File: config.mk
export PLATFORM = sky130hd
export DESIGN_NAME = overtake_tactic_selector
export DESIGN_NICKNAME = d
export VERILOG_FILES = /design/src/hw/rtl/ots_pkg.sv /design/src/hw/rtl/ots_cfg.sv /design/src/hw/rtl/ots_want.sv /design/src/hw/rtl/ots_hold.sv /design/src/hw/rtl/overtake_tactic_selector.sv
export SDC_FILE = /design/constraint.sdc
export NUM_CORES = 2
export LEC_CHECK = 0
export BUFFER_PORTS_ARGS = -buffer_cell sky130_fd_sc_hd__buf_4
export CAP_MARGIN = 20
export CORE_MARGIN = 2
export CORE_UTILIZATION = 55
export CTS_BUF_LIST = sky130_fd_sc_hd__clkbuf_4 sky130_fd_sc_hd__clkbuf_8 sky130_fd_sc_hd__clkbuf_16
export CTS_CLUSTER_DIAMETER = 200
export DETAILED_ROUTE_END_ITERATION = 16
export GPL_TIMING_DRIVEN = 0
export PLACE_DENSITY_LB_ADDON = 0.05
export SLEW_MARGIN = 20
export SYNTH_ARGS = -nofsm -noshare
export SYNTH_HDL_FRONTEND = slang
export SYNTH_SLANG_ARGS = --single-unit
File: constraint.sdc
create_clock -name i_clk -period 20 [get_ports i_clk]
set_input_delay 4 -clock i_clk [delete_from_list [all_inputs] [get_ports i_clk]]
set_output_delay 4 -clock i_clk [all_outputs]
set_load 0.02 [all_outputs]
File: src/hw/rtl/ots_pkg.sv
// Shared types, register indexes and tactic helpers for the overtake tactic selector.
package ots_pkg;

    // Configuration port
    localparam int CFG_IDX_W = 4;
    localparam int CFG_DATA_W = 48;

    localparam logic [CFG_IDX_W-1:0] CFG_TRACK_LENGTH = 4'd0;
    localparam logic [CFG_IDX_W-1:0] CFG_FOLLOW_DIST = 4'd1;
    localparam logic [CFG_IDX_W-1:0] CFG_OVERTAKE_DIST = 4'd2;
    localparam logic [CFG_IDX_W-1:0] CFG_PASS_DONE_DIST = 4'd3;
    localparam logic [CFG_IDX_W-1:0] CFG_DEFEND_DIST = 4'd4;
    localparam logic [CFG_IDX_W-1:0] CFG_LATERAL_MARGIN = 4'd5;
    localparam logic [CFG_IDX_W-1:0] CFG_CONTACT_LIMIT = 4'd6;
    localparam logic [CFG_IDX_W-1:0] CFG_HOLD_TIMES = 4'd7;

    // Fixed-point constants (8 fraction bits)
    localparam logic [23:0] DEFAULT_WRAP = 24'd51200;
    localparam logic [19:0] TIMER_MAX = 20'hFFFFF;
    // own speed above 0.1 m/s: 10*v > 256 holds from 26 on
    localparam logic [15:0] MIN_OWN_SPEED = 16'd26;
    // closing speed above 0.2 m/s: 10*c > 512 holds from 52 on
    localparam logic signed [17:0] MIN_CLOSING = 18'sd52;

    // Output codes
    typedef enum logic [2:0] {
        TAC_SOLO   = 3'd0,
        TAC_FOLLOW = 3'd1,
        TAC_LEFT   = 3'd2,
        TAC_RIGHT  = 3'd3,
        TAC_DEFEND = 3'd4
    } t_tactic;

    typedef enum logic [1:0] {
        LINE_OPTIMAL   = 2'd0,
        LINE_DEFENSIVE = 2'd1,
        LINE_INSIDE    = 2'd2,
        LINE_OUTSIDE   = 2'd3
    } t_line;

    // Tactic state, one-hot
    typedef enum logic [4:0] {
        ST_SOLO   = 5'b00001,
        ST_FOLLOW = 5'b00010,
        ST_LEFT   = 5'b00100,
        ST_RIGHT  = 5'b01000,
        ST_DEFEND = 5'b10000
    } t_tstate;

    typedef struct packed {
        logic [23:0] lap_length;
        logic [15:0] follow_distance;
        logic [15:0] overtake_distance;
        logic [15:0] pass_complete_distance;
        logic [15:0] defend_distance;
        logic [15:0] lateral_margin;
        logic [15:0] contact_time_limit;
        logic [15:0] hold_general;
        logic [15:0] hold_entry;
        logic [15:0] hold_exit;
    } t_cfg;

    typedef struct packed {
        logic [23:0] own_position;
        logic [15:0] own_offset;
        logic [15:0] own_speed;
        logic        rival_present;
        logic [23:0] rival_position;
        logic [15:0] rival_offset;
        logic [15:0] rival_speed;
        logic [15:0] elapsed;
        logic        force_solo;
    } t_item;

    function automatic logic is_overtake(input t_tstate s);
        return (s == ST_LEFT) || (s == ST_RIGHT);
    endfunction

    function automatic t_tactic tactic_code(input t_tstate s);
        t_tactic c;
        case (s)
            ST_SOLO:   c = TAC_SOLO;
            ST_FOLLOW: c = TAC_FOLLOW;
            ST_LEFT:   c = TAC_LEFT;
            ST_RIGHT:  c = TAC_RIGHT;
            ST_DEFEND: c = TAC_DEFEND;
            default:   c = TAC_SOLO;
        endcase
        return c;
    endfunction

    function automatic t_line line_of(input logic [2:0] code);
        t_line l;
        case (code)
            TAC_FOLLOW: l = LINE_DEFENSIVE;
            TAC_LEFT:   l = LINE_INSIDE;
            TAC_RIGHT:  l = LINE_OUTSIDE;
            TAC_DEFEND: l = LINE_DEFENSIVE;
            default:    l = LINE_OPTIMAL;
        endcase
        return l;
    endfunction

endpackage

File: src/hw/rtl/ots_cfg.sv
// Configuration register file of the overtake tactic selector.
module ots_cfg import ots_pkg::*; (
    input  logic                  i_clk,
    input  logic                  i_rst_n,
    input  logic                  i_wr,
    input  logic [CFG_IDX_W-1:0]  i_index,
    input  logic [CFG_DATA_W-1:0] i_data,
    output t_cfg                  o_cfg
);

    t_cfg r_cfg;

    // Write one register; indexes beyond the list drop the word
    always_ff @(posedge i_clk) begin
        if (!i_rst_n) begin
            r_cfg.lap_length             <= DEFAULT_WRAP;
            r_cfg.follow_distance        <= 16'd2560;
            r_cfg.overtake_distance      <= 16'd1280;
            r_cfg.pass_complete_distance <= 16'd512;
            r_cfg.defend_distance        <= 16'd2560;
            r_cfg.lateral_margin         <= 16'd128;
            r_cfg.contact_time_limit     <= 16'd0;
            r_cfg.hold_general           <= 16'd0;
            r_cfg.hold_entry             <= 16'd0;
            r_cfg.hold_exit              <= 16'd0;
        end else if (i_wr) begin
            case (i_index)
                CFG_TRACK_LENGTH:   r_cfg.lap_length <= i_data[23:0];
                CFG_FOLLOW_DIST:    r_cfg.follow_distance <= i_data[15:0];
                CFG_OVERTAKE_DIST:  r_cfg.overtake_distance <= i_data[15:0];
                CFG_PASS_DONE_DIST: r_cfg.pass_complete_distance <= i_data[15:0];
                CFG_DEFEND_DIST:    r_cfg.defend_distance <= i_data[15:0];
                CFG_LATERAL_MARGIN: r_cfg.lateral_margin <= i_data[15:0];
                CFG_CONTACT_LIMIT:  r_cfg.contact_time_limit <= i_data[15:0];
                CFG_HOLD_TIMES: begin
                    r_cfg.hold_general <= i_data[15:0];
                    r_cfg.hold_entry   <= i_data[31:16];
                    r_cfg.hold_exit    <= i_data[47:32];
                end
                default: ;
            endcase
        end
    end

    assign o_cfg = r_cfg;

endmodule

File: src/hw/rtl/ots_want.sv
// Desired tactic from the registered tick: track gap, contact trigger and side choice.
module ots_want import ots_pkg::*; (
    input  t_item   i_item,
    input  t_cfg    i_cfg,
    input  t_tstate i_cur,
    output t_tstate o_want
);

    logic signed [27:0] wrap;
    logic signed [27:0] gap_raw;
    logic signed [27:0] gap_a;
    logic signed [27:0] gap;
    logic signed [27:0] fd;
    logic signed [27:0] pcd;
    logic signed [27:0] dd;
    logic [15:0]        gap16;
    logic signed [17:0] closing;
    logic [32:0]        contact_prod;
    logic               fire;
    logic               near;
    logic signed [17:0] own_off;
    logic signed [17:0] riv_off;
    logic signed [17:0] margin;
    logic               go_left;
    logic               go_right;
    logic               ahead_close;
    logic               behind_close;

    // Wrap the gap into half a lap either way
    always_comb begin
        wrap = (i_cfg.lap_length == 24'd0) ? $signed({4'b0, DEFAULT_WRAP})
                                           : $signed({4'b0, i_cfg.lap_length});
        gap_raw = $signed({4'b0, i_item.rival_position}) - $signed({4'b0, i_item.own_position});
        gap_a = ((gap_raw <<< 1) > wrap) ? gap_raw - wrap : gap_raw;
        gap   = ((gap_a <<< 1) < -wrap) ? gap_a + wrap : gap_a;
    end

    assign fd  = $signed({12'b0, i_cfg.follow_distance});
    assign pcd = $signed({12'b0, i_cfg.pass_complete_distance});
    assign dd  = $signed({12'b0, i_cfg.defend_distance});

    assign ahead_close  = (gap > 28'sd0) && (gap < fd);
    assign behind_close = (gap < 28'sd0) && (gap > -dd);
    assign gap16 = gap[15:0];

    // Time to contact: 256*gap < limit*closing, no division
    assign closing = $signed({2'b0, i_item.own_speed})
                   - $signed({{2{i_item.rival_speed[15]}}, i_item.rival_speed});
    assign contact_prod = i_cfg.contact_time_limit * closing[16:0];
    assign fire = (i_cfg.contact_time_limit != 16'd0)
               && (i_item.own_speed >= MIN_OWN_SPEED)
               && (closing >= MIN_CLOSING)
               && ({9'b0, gap16, 8'b0} < contact_prod);
    // A triggered contact counts as near whenever the overtake distance is nonzero
    assign near = fire ? (i_cfg.overtake_distance != 16'd0)
                       : (gap16 < i_cfg.overtake_distance);

    // Pick a side with enough lateral room
    assign own_off = $signed({{2{i_item.own_offset[15]}}, i_item.own_offset});
    assign riv_off = $signed({{2{i_item.rival_offset[15]}}, i_item.rival_offset});
    assign margin  = $signed({2'b0, i_cfg.lateral_margin});
    assign go_left  = own_off < (riv_off - margin);
    assign go_right = own_off > (riv_off + margin);

    always_comb begin
        if (!i_item.rival_present) begin
            o_want = ST_SOLO;
        end else if (is_overtake(i_cur)) begin
            if ((gap < -pcd) || (gap > fd)) begin
                o_want = ST_SOLO;
            end else begin
                o_want = i_cur;
            end
        end else if (ahead_close) begin
            if (near && go_left) begin
                o_want = ST_LEFT;
            end else if (near && go_right) begin
                o_want = ST_RIGHT;
            end else begin
                o_want = ST_FOLLOW;
            end
        end else if (behind_close) begin
            o_want = ST_DEFEND;
        end else begin
            o_want = ST_SOLO;
        end
    end

endmodule

File: src/hw/rtl/ots_hold.sv
// Tactic state with pending target and saturating hold timer.
module ots_hold import ots_pkg::*; (
    input  logic        i_clk,
    input  logic        i_rst_n,
    input  logic        i_step,
    input  logic        i_force,
    input  logic [15:0] i_elapsed,
    input  t_tstate     i_want,
    input  t_cfg        i_cfg,
    output t_tstate     o_cur,
    output t_tstate     o_next
);

    t_tstate     r_cur;
    t_tstate     r_pend;
    logic [19:0] r_timer;
    t_tstate     n_cur;
    t_tstate     n_pend;
    logic [19:0] n_timer;
    logic [19:0] base;
    logic [20:0] sum;
    logic [19:0] sat;
    logic [15:0] hold;

    // Restart the timer when the target changes, then add and saturate
    assign base = (i_want != r_pend) ? 20'd0 : r_timer;
    assign sum  = {1'b0, base} + {5'b0, i_elapsed};
    assign sat  = sum[20] ? TIMER_MAX : sum[19:0];

    // Pick hold by transition kind
    always_comb begin
        if (is_overtake(i_want)) begin
            hold = i_cfg.hold_entry;
        end else if (is_overtake(r_cur)) begin
            hold = i_cfg.hold_exit;
        end else begin
            hold = i_cfg.hold_general;
        end
    end

    always_comb begin
        n_cur   = r_cur;
        n_pend  = r_pend;
        n_timer = r_timer;
        if (i_force) begin
            n_cur   = ST_SOLO;
            n_pend  = ST_SOLO;
            n_timer = 20'd0;
        end else if (i_want != r_cur) begin
            n_pend = i_want;
            if (sat >= {4'b0, hold}) begin
                n_cur   = i_want;
                n_timer = 20'd0;
            end else begin
                n_timer = sat;
            end
        end else begin
            n_pend  = r_cur;
            n_timer = 20'd0;
        end
    end

    // Advance state once per tick
    always_ff @(posedge i_clk) begin
        if (!i_rst_n) begin
            r_cur   <= ST_SOLO;
            r_pend  <= ST_SOLO;
            r_timer <= 20'd0;
        end else if (i_step) begin
            r_cur   <= n_cur;
            r_pend  <= n_pend;
            r_timer <= n_timer;
        end
    end

    assign o_cur  = r_cur;
    assign o_next = n_cur;

`ifndef NO_ASSERTIONS
    a_timer_idle: assert property (@(posedge i_clk) disable iff (!i_rst_n)
        (r_pend == r_cur) |-> (r_timer == 20'd0))
        else $error("hold timer running with no pending change");
    a_step_stay: assert property (@(posedge i_clk) disable iff (!i_rst_n)
        (i_step && !i_force && (i_want == r_cur)) |=> (r_timer == 20'd0))
        else $error("hold timer not cleared while tactic unchanged");
    a_force_clear: assert property (@(posedge i_clk) disable iff (!i_rst_n)
        (i_step && i_force) |=> ((r_cur == ST_SOLO) && (r_timer == 20'd0)))
        else $error("forced tick did not clear the tactic state");
`endif

endmodule

File: src/hw/rtl/overtake_tactic_selector.sv
// Top level of the overtake tactic selector: tick register, decision and result register.
//
//   channel  direction  handshake              payload
//   input    in         i_valid / o_stall      i_own_* , i_rival_* , i_elapsed, i_force_solo
//   result   out        o_valid / i_stall      o_tactic, o_line_choice
//   config   in         i_cfg_valid/o_cfg_ready i_cfg_index, i_cfg_data
//
// One word per clock sustained while i_stall stays low; a taken tick passes through the tick
// register, one decision pass and the result register.
// Synchronous active-low reset restores the register defaults and solo racing.
// A stalled result holds in its register while one more tick waits in the tick register;
// o_stall rises only when both are full.
module overtake_tactic_selector import ots_pkg::*; (
    input  logic                  i_clk,
    input  logic                  i_rst_n,
    input  logic                  i_valid,
    output logic                  o_stall,
    input  logic [23:0]           i_own_position,
    input  logic signed [15:0]    i_own_offset,
    input  logic [15:0]           i_own_speed,
    input  logic                  i_rival_present,
    input  logic [23:0]           i_rival_position,
    input  logic signed [15:0]    i_rival_offset,
    input  logic signed [15:0]    i_rival_speed,
    input  logic [15:0]           i_elapsed,
    input  logic                  i_force_solo,
    output logic                  o_valid,
    input  logic                  i_stall,
    output logic [2:0]            o_tactic,
    output logic [1:0]            o_line_choice,
    input  logic                  i_cfg_valid,
    output logic                  o_cfg_ready,
    input  logic [CFG_IDX_W-1:0]  i_cfg_index,
    input  logic [CFG_DATA_W-1:0] i_cfg_data
);

    t_cfg    cfg;
    t_item   r_in;
    logic    r_in_vld;
    logic    r_out_vld;
    logic [2:0] r_tactic;
    logic [1:0] r_line;
    logic    in_acc;
    logic    out_free;
    logic    step;
    t_tstate cur;
    t_tstate want;
    t_tstate next_cur;
    t_tactic next_code;

    assign o_cfg_ready = 1'b1;

    ots_cfg u_cfg (
        .i_clk   (i_clk),
        .i_rst_n (i_rst_n),
        .i_wr    (i_cfg_valid && o_cfg_ready),
        .i_index (i_cfg_index),
        .i_data  (i_cfg_data),
        .o_cfg   (cfg)
    );

    // Handshake: tick register feeds result register
    assign out_free = !r_out_vld || !i_stall;
    assign step     = r_in_vld && out_free;
    assign o_stall  = r_in_vld && !out_free;
    assign in_acc   = i_valid && !o_stall;

    always_ff @(posedge i_clk) begin
        if (!i_rst_n) begin
            r_in_vld  <= 1'b0;
            r_out_vld <= 1'b0;
        end else begin
            if (in_acc) begin
                r_in_vld <= 1'b1;
            end else if (step) begin
                r_in_vld <= 1'b0;
            end
            if (out_free) begin
                r_out_vld <= r_in_vld;
            end
        end
    end

    // Capture the tick word
    always_ff @(posedge i_clk) begin
        if (in_acc) begin
            r_in.own_position   <= i_own_position;
            r_in.own_offset     <= i_own_offset;
            r_in.own_speed      <= i_own_speed;
            r_in.rival_present  <= i_rival_present;
            r_in.rival_position <= i_rival_position;
            r_in.rival_offset   <= i_rival_offset;
            r_in.rival_speed    <= i_rival_speed;
            r_in.elapsed        <= i_elapsed;
            r_in.force_solo     <= i_force_solo;
        end
    end

    ots_want u_want (
        .i_item (r_in),
        .i_cfg  (cfg),
        .i_cur  (cur),
        .o_want (want)
    );

    ots_hold u_hold (
        .i_clk     (i_clk),
        .i_rst_n   (i_rst_n),
        .i_step    (step),
        .i_force   (r_in.force_solo),
        .i_elapsed (r_in.elapsed),
        .i_want    (want),
        .i_cfg     (cfg),
        .o_cur     (cur),
        .o_next    (next_cur)
    );

    // Load the result word
    assign next_code = tactic_code(next_cur);

    always_ff @(posedge i_clk) begin
        if (step) begin
            r_tactic <= next_code;
            r_line   <= line_of(next_code);
        end
    end

    assign o_valid       = r_out_vld;
    assign o_tactic      = r_tactic;
    assign o_line_choice = r_line;

`ifndef NO_ASSERTIONS
    a_line_match: assert property (@(posedge i_clk) disable iff (!i_rst_n)
        o_valid |-> (o_line_choice == line_of(o_tactic)))
        else $error("raceline code does not match tactic");
    a_force_solo: assert property (@(posedge i_clk) disable iff (!i_rst_n)
        (step && r_in.force_solo) |=> (o_valid && (o_tactic == TAC_SOLO)))
        else $error("forced tick did not yield solo");
    a_no_overrun: assert property (@(posedge i_clk) disable iff (!i_rst_n)
        (r_in_vld && !step) |=> r_in_vld)
        else $error("waiting tick dropped");
`endif

endmodule
==> impl_metrics.env <==
export IMPL_combined_buffer_and_inverter_count_along_the_critical_path=11
export IMPL_sum_of_net_half_perimeters_after_detailed_placement_mm=77.5
export IMPL_grt_start_max_net_pins=30
export IMPL_number_of_nets_in_the_final_layout=5181
export IMPL_cts_inserted_buffers=40
export IMPL_core_area_um2=62700
export IMPL_power_frac_comb=0.445
export IMPL_critical_path_top_delay_family="compound AO/OA/AOI/OAI gates"
export IMPL_most_instantiated_flip_flop_cell_in_the_synthesis_netlist="dfxtp_1"
export IMPL_seq_power_share=0.272
export IMPL_total_of_hold_buffers_inserted_after_clock_tree_synthesis=0
export IMPL_synth_distinct_cells=105
export IMPL_mostFrequentLayoutCell="nand2_1"
export IMPL_asyncSetResetFlopFracSynth=0
export IMPL_area_growth_synth_to_final_pct=12.8
export IMPL_routed_wl_mm=97.1
export IMPL_slew_violations=0
export IMPL_tightest_slew_ns=1.21
export IMPL_first_iter_violations=1930
export IMPL_period_minus_slack_ns=18.78
export IMPL_tritoncts="yes"
export IMPL_finalHoldWorstSlack_ns=0.445
export IMPL_ant_nets=0
export IMPL_switching_share=0.395
export IMPL_dr_vias_cell=5.60
export IMPL_peak_vdd_ir_mv=0.0747
export IMPL_track_usage=0.295
export IMPL_path_depth=89
export IMPL_worst_endpoint_arrival_ns=19.10
export IMPL_pwr_cell_area_nw_per_um2=70.0
export IMPL_dr_pass1_iters=5
export IMPL_yosys_register_bits=335
export IMPL_residual_overflow_from_global_routing=0
export IMPL_global_route_wire_length_before_repair_mm=154
export IMPL_vias=29200
export IMPL_timing_hold_violations_final=0
export IMPL_crit_path_max_fanout=10
export IMPL_placed_cells=5137
export IMPL_place_congestion=0.930
export IMPL_criticalPathCategory="reg2reg"
export IMPL_synth_seq_area_share=0.232
export IMPL_clock_latency_ns=0.59
export IMPL_avgSynthCellArea_um2=8.47
export IMPL_area_of_the_die_um2=65200
export IMPL_worst_setup_path_end_kind="flip-flop"
export IMPL_cp_slowest_cell="fa_1"
export IMPL_critPathMaxStageDelay_ns=0.56
export IMPL_grt_pass1_vias=28500
export IMPL_maxCapViolCount=0
export IMPL_final_setup_skew_ns=0.0457
export IMPL_final_core_utilization=0.625
export IMPL_die_x_um=255
export IMPL_timing_critical_path_mode_cell="a21o_1"
export IMPL_fp_dieH_um=255
export IMPL_clk_root_buffer_cell="clkbuf_16"
export IMPL_whs_path_depth=1
export IMPL_netSwitchingPower_uw=1080
export IMPL_slew_headroom=0.190
export IMPL_worst_endpoint_required_ns=20.32
export IMPL_power_frac_clock=0.283
export IMPL_remaining_drcs=0
export IMPL_fin_crit_sh=0.939
export IMPL_ys_warn_count=0
export IMPL_synthesis_instances=4102
export IMPL_max_clock_freq_mhz=53.3
export IMPL_average_detailed_routed_wire_length_per_instance_um=18.6
export IMPL_cellLeakagePower_uw=0.0174
export IMPL_clk_path_buf_depth=3
export IMPL_pin_count=195
export IMPL_r2r_cells=89
export IMPL_portBuffers=176
export IMPL_final_setup_viol_count=0
export IMPL_total_negative_slack_for_setup_checks_ns=0
export IMPL_cts_num_sinks=335
export IMPL_post_synth_edffs=135
export IMPL_power_report_internal_total_uw=1660
export IMPL_outcome="completed"
export IMPL_diodes=0
export IMPL_final_instance_count_excl_fill=5220
export IMPL_drive_above_1_share=0.0958
export IMPL_mappedNetlistArea_um2=34800
export IMPL_fill_cells=5725
export IMPL_initial_core_util=0.554
export IMPL_cts_clk_slew_worst_paths_ns=0.06
export IMPL_number_of_antenna_violations_at_the_first_check_in_global_routing=2
export IMPL_std_cell_rows=92
export IMPL_cts_max_level=2
export IMPL_worstHoldPathType="reg2reg"
export IMPL_layout_cells_most_common_list="nand2_1, inv_1, ha_1"
export IMPL_critPathLaunchType="flip-flop"
-- worst paths after layout --
kind / from / to / slack (ns)
worst max register to register: r_in[74] / o_line_choice[0] / 1.22
worst min-delay path: u_hold.r_timer[14] / u_hold.r_timer[14] / 0.44
worst max-delay path: r_in[74] / o_line_choice[0] / 1.22
worst min register to register: u_hold.r_timer[14] / u_hold.r_timer[14] / 0.44
-- layer usage --
| metal | up-vias | global-route usage | share of wire |
|---|---|---|---|
| met5 | - | 0 | 0 |
| met4 | 0 | 0.104 | 0.039 |
| met3 | 208 | 0.0485 | 0.062 |
| met2 | 818 | 0.490 | 0.47 |
| met1 | 13800 | 0.389 | 0.43 |
| li1 | 14400 | - | - |
-- cells by family after synthesis --
group | count (synthesis) | synth area share
xor+xnor | 196 | 0.0499
fa+ha+maj | 653 | 0.281
flops | 335 | 0.232
compound gates | 846 | 0.162
other cells | 2 | 0.000216
buf+inv | 645 | 0.0725
simple gates | 1386 | 0.191
mux | 39 | 0.0117
-- registers in the layout, indices dropped and copies added (netlist names) --
register and flops:
u_cfg.o_cfg 168, r_in 130, u_hold.r_timer 20, u_hold.o_cur 5, u_hold.r_pend 5, o_tactic 3
o_line_choice 2, o_valid 1, r_in_vld 1
-- power by group through the flow --
stage | Sequential (µW) | Clock, µW | Combinational, µW
2_1_floorplan | 760 | 0 | 804
3_3_place_gp | 765 | 0 | 1130
3_5_place_dp | 761 | 0 | 1160
4_1_cts | 746 | 792 | 1180
5_1_grt | 748 | 811 | 1350
6_report | 746 | 777 | 1220
-- synth_stat cells (11+ instances only) --
master / instances / area share
or4_1: 11 / 0.0024
a21oi_1: 233 / 0.034
nand2b_1: 48 / 0.0086
edfxtp_1: 135 / 0.12
nor3_1: 51 / 0.0073
nand2_1: 673 / 0.073
inv_1: 458 / 0.049
and2_1: 117 / 0.021
xor2_1: 63 / 0.016
dfxtp_1: 200 / 0.12
and3_1: 26 / 0.0047
o21ai_0: 125 / 0.018
xnor2_1: 132 / 0.033
o211ai_1: 21 / 0.0045
a21boi_0: 153 / 0.033
a31oi_1: 17 / 0.0031
a21o_1: 95 / 0.021
nand3b_1: 12 / 0.0026
nor2b_1: 72 / 0.013
mux2_2: 11 / 0.0036
nor2_1: 169 / 0.018
buf_4: 19 / 0.0041
a211oi_1: 15 / 0.0032
or3_1: 15 / 0.0027
nand3_1: 61 / 0.0088
nor4_1: 37 / 0.0067
clkbuf_1: 154 / 0.017
nand4_1: 35 / 0.0063
ha_1: 437 / 0.16
mux2i_1: 27 / 0.0078
nor4b_1: 13 / 0.0033
fa_1: 215 / 0.12
o21bai_1: 34 / 0.0073
o21a_1: 31 / 0.0067
-- through the flow --
| stage | setup WS [ns] | power (µW) | area (µm²) |
|---|---|---|---|
| 2_1_floorplan | 3.19 | 1560 | 34800 |
| 3_3_place_gp | -0.852 | 1900 | 37200 |
| 3_5_place_dp | -0.704 | 1920 | 37300 |
| 5_1_grt | -0.0536 | 2910 | 39200 |
| 6_report | 1.22 | 2740 | 39200 |
| 4_1_cts | 0.0331 | 2710 | 38800 |
-- worst reg2reg max path: cells and delay by family (launching register included) --
kind / cells / cell delay, ns
simple gates: 19 / 3.51
compound gates: 44 / 7.75
fa+ha+maj: 12 / 4.79
xor+xnor: 1 / 0.39
mux: 2 / 0.25
flops: 1 / 0.38
buf+inv: 11 / 1.44
-- cell type report --
class / instances / area [µm²] / share of cell area
clock inverters: 19 / 236 / 0.00603
plain buffers: 184 / 816 / 0.0208
inverters: 460 / 1730 / 0.0440
multi-input cells: 3125 / 24600 / 0.627
repair buffers: 196 / 1550 / 0.0395
well taps: 846 / 1060 / 0.0270
clock buffers: 55 / 1180 / 0.0302
flip-flops and latches: 335 / 8060 / 0.206
-- repair_timing --
action | CTS | global route
gates resized for setup | 16 | 73
buffers inserted | 0 | 10
pin swaps | 0 | 4
setup endpoints to repair | 26 | 26
gates cloned | 0 | 0
Note: power is estimated with default switching activity, not from simulation.
